File: src/sv/salru_ram.sv
`timescale 1ns / 1ps

module salru_ram #(
  parameter int WIDTH = 8,
  parameter int DEPTH = 2
) (
  input  logic                     clk,
  input  logic                     we,
  input  logic [$clog2(DEPTH)-1:0] waddr,
  input  logic [WIDTH-1:0]         wdata,
  input  logic                     re,
  input  logic [$clog2(DEPTH)-1:0] raddr,
  output logic [WIDTH-1:0]         rdata
);

  logic [WIDTH-1:0] mem [DEPTH];

  always_ff @(posedge clk) begin
    if (we) begin
      mem[waddr] <= wdata;
    end
    if (re) begin
      rdata <= mem[raddr];
    end
  end

endmodule

File: config.mk
export PLATFORM = sky130hd
export DESIGN_NAME = salru_ram
export DESIGN_NICKNAME = d
export VERILOG_FILES = /design/src/sv/salru_ram.sv
export SDC_FILE = /design/constraint.sdc
export NUM_CORES = 1
export LEC_CHECK = 0
export BUFFER_PORTS_ARGS = -buffer_cell sky130_fd_sc_hd__buf_2
export CAP_MARGIN = 30
export CORE_UTILIZATION = 25
export DETAILED_ROUTE_END_ITERATION = 8
export GPL_TIMING_DRIVEN = 0
export PLACE_DENSITY = 0.41
export SLEW_MARGIN = 5
export SYNTH_ARGS = -nofsm -noshare
export SYNTH_HDL_FRONTEND = slang
export SYNTH_SLANG_ARGS = --single-unit
File: constraint.sdc
create_clock -name clk -period 1.7 [get_ports clk]
set_clock_uncertainty 0.2 [all_clocks]
set_input_delay 0 -clock clk [delete_from_list [all_inputs] [get_ports clk]]
set_output_delay 0 -clock clk [all_outputs]
set_load 0.01 [all_outputs]
; ---- After elaboration in Yosys (flattened, before gate mapping)
; Memories as Yosys holds them, arrays and structs flattened. A register that Yosys moved wholly into a read port is not among the register bits.
; Index checks and enable logic that the tools add are counted.
[totals]
register_bits = 0
mem_bits_rw = 16
in_bits = 13
output_inout_bits = 8
elab_cells = 3
mem_count = 1
[classes]
mux = 2
[memory_table]
columns = name, depth, word_bits, rd, rd_clocked_by_memory_dff, write_ports, line
row1 = mem, 2, 8, 1, 1, 1, 16  ; logic [WIDTH-1:0] mem [DEPTH];
[op_table]
columns = cell, count
row1 = 1-bit 2-to-1 mux, 2

; ---- Longest topological paths before layout
[logic_depth]
word_depth = 2
depth_mapped = 2
ltp_nobuf = 1

; ---- Worst setup path after synthesis
; OpenSTA, ideal clock, no wires.
[synth_timing]
kind = reg2reg
start = memory mem[0][0]
end = register rdata[0], read port of mem, data pin
setup_time_ns = 0.260
t_arrival_ns = 0.590
t_required_ns = 1.240
path_slack_ns = 0.650
path_stages_with_launch = 2
n_path_buf = 0
path_cell_list = edfxtp_1 mux2_4
[synth_lines]
columns = element, line
row1 = start: declaration, 16
row2 = end: declaration, 13  ; output logic [WIDTH-1:0] rdata
; No word-level cell between the ends.

; ---- Worst setup path after layout
[layout_timing]
start = input waddr
end = memory mem[0][7] (enable)
[layout_lines]
columns = element, line
row1 = start: declaration, 9  ; input logic [$clog2(DEPTH)-1:0] waddr,
; Straight into the memory's write port.

==> PnR_summary.wiki <==
{| class="wikitable"
! Metric !! Value
|-
| Synthesis-to-finish area growth || 32.7%
|-
| Cell count after synthesis || 35
|-
| Slew of the pin with the lowest slew margin || 760 ps
|-
| Width of the chip || around 60 µm
|-
| Power per cell area || around 910 nW/µm²
|-
| Max IR drop VDD || 0.222 mV
|-
| Final weighted congestion in routability-driven placement || 0.588
|-
| Setup violations, final || 0
|-
| Sink Count || 24
|-
| Wire length reported by the detailed router || about 1200 µm
|-
| Remaining max-slew budget at the tightest pin || 49.2%
|-
| Nets@finish || between 80 and 90
|-
| Tcrit/Tclk final || 88.1%
|-
| DRC Markers || 0
|-
| Number of antenna violations at the first check in global routing || 0
|-
| Setup repair after global routing missed its margin || false
|-
| Final Hold Violating Endpoints || 0
|-
| #FFs+latches synth || 24
|-
| Hold Worst Slack || 47.2 ps
|-
| Placement Rows || 20
|-
| Register clock-pin slew on the reported worst setup and hold paths || roughly 120 ps
|-
| Post-cts repair resize count || 0
|-
| Final period demand of the worst path || 1500 ps
|-
| WL/cell || about 10 µm
|-
| Startpoint Class || input port
|-
| Run status || completed
|-
| Tightest Hold Check Type || input port to flip-flop
|-
| Count of unique library cells instantiated by Yosys || 5
|-
| Static leakage power || 0.440 nW
|-
| Clock network latency to the later pin of the worst-skew pair || slightly above 300 ps
|-
| Post-synthesis instance area || 865 µm²
|-
| Core region area || 3180 µm²
|-
| Vertical die dimension || 60.8 µm
|-
| Synthesized area per cell || 24.7 µm²
|-
| Total number of vias || 414
|-
| Antenna Cells || 0
|-
| Worst EP arrival || between 1000 and 1500 ps
|-
| Net Count, Synth || 48
|-
| Number of global-route vias before repair || 400
|-
| Length of the first detailed-routing pass in iterations || 2
|-
| GRT Total Usage || between 7 and 8%
|-
| Top-level I/O count || 21
|-
| Crit. End Element || flip-flop
|-
| Largest fanout of any net on the critical path || 8
|-
| IO buf count || 19
|-
| Global Route met3 Usage || 2.56%
|-
| Wire length of the first global-routing pass || 1760 µm
|-
| Maximum number of pins on one net before global-route repair || 13
|-
| Initial Util || between 20% and 30%
|-
| Iteration-0 DRC count of the detailed router || 12
|-
| Max Root-Sink Buffers || 2
|-
| Htree depth || 1
|-
| Highest Clock Rate || 668 MHz
|-
| Share of cells above drive strength 1 || 45.6%
|-
| Global routing's busiest layer || met2
|-
| Max-slew violation total from the final report || 0
|-
| Max-cap violations || 0
|-
| Number of warnings reported in the yosys synthesis log || 0
|-
| Crit path required time || 1440 ps
|-
| Area of the die || 3700 µm²
|-
| Clock Tree Root || clkbuf_4
|-
| Post-route ant nets || 0
|-
| Crit path kind || input port to flip-flop
|-
| Total negative setup slack || 0 ps
|-
| Mean number of vias per cell || 3.70
|-
| CTS tree || built
|-
| Remaining global-route overflow || 0
|-
| Number of clock buffers inserted by TritonCTS || 3
|-
| GR Layer Usage met2 || 11.3%
|-
| Share of synthesized area occupied by flip-flops and latches || a little over four fifths
|-
| Grt met1 use || a little under 9%
|}
-- synthesized netlist by cell type, drive strengths merged --
cell type	n	area (µm²)
edfxtp	24	721
and2	1	6.26
nor2b	1	6.26
mux2	8	120
buf	1	11.3
-- critical path: stages --
cell and delay (ps):
dlygate4sd3_1 530, buf_2 120, nor2b_1 590
-- final timing paths --
kind | from | endpoint | slack, ps | cells past startpoint
max reg2reg | mem[0][2] | rdata[2] | 610 | 1
min reg2reg | mem[0][6] | rdata[6] | 360 | 1
min | we | mem[0][2] | 50 | 2
max | waddr | mem[0][7] | 200 | 3
-- power breakdown --
group | switching (mW) | internal [mW] | leakage [nW]
Clock | 0.153 | 0.0827 | 0.0138
Combinational | 0.0416 | 0.0629 | 0.197
Sequential | 0.00786 | 0.698 | 0.228
Total | 0.202 | 0.844 | 0.440
-- registers in the layout (all words and copies together), names as in the netlist --
register and count:
mem 16, rdata 8
-- cell families (layout without fill, tap and decap cells) --
kind of cell / after synthesis / in the layout / synth area share [%]
buffers and inverters: 1 / 34 / 1.30
flip-flops: 24 / 24 / 83.4
multiplexers: 8 / 8 / 13.9
AND/OR/NAND/NOR: 2 / 2 / 1.45
-- timing repair --
item / CTS / global route
buffers inserted: 0 / 0
hold buffers: 11 / 0
hold endpoints to repair: 40 / 0
-- layout by cell type (no fill, tap or decap), drive strengths merged --
master / count
buf: 20
edfxtp: 24
nor2b: 1
mux2: 8
and2: 1
clkbuf: 3
dlygate4sd3: 11
-- per-stage QoR --
| step | total power, mW | instances | setup slack [ps] | instance area (µm²) | utilization (%) |
|---|---|---|---|---|---|
| finish | 1.05 | 112 | 203 | 1150 | 36.1 |
| global route | 1.10 | 112 | 154 | 1150 | 36.1 |
| CTS | 1.06 | 112 | 187 | 1150 | 36.1 |
| detailed placement | 0.808 | 98 | 390 | 1010 | 31.9 |
| global placement | 0.806 | 98 | 379 | 1010 | 31.9 |
| floorplan | 0.769 | 35 | 650 | 865 | - |
-- per-layer routing --
layer | vias to the layer above | wire length (µm)
met5 | - | 0
met4 | 0 | 4
met3 | 2 | 57
met2 | 15 | 602
met1 | 195 | 501
li1 | 202 | -
-- layout make-up --
type                            count  area (µm²)
Fill cell                         312        2030
Sequential cell                    24         721
Timing Repair Buffer               30         205
Multi-Input combinational cell     10         133
Tap cell                           44        55.1
Clock buffer                        3        22.5
Buffer                              1        11.3
No activity file was read; power rests on OpenSTA's default activity.
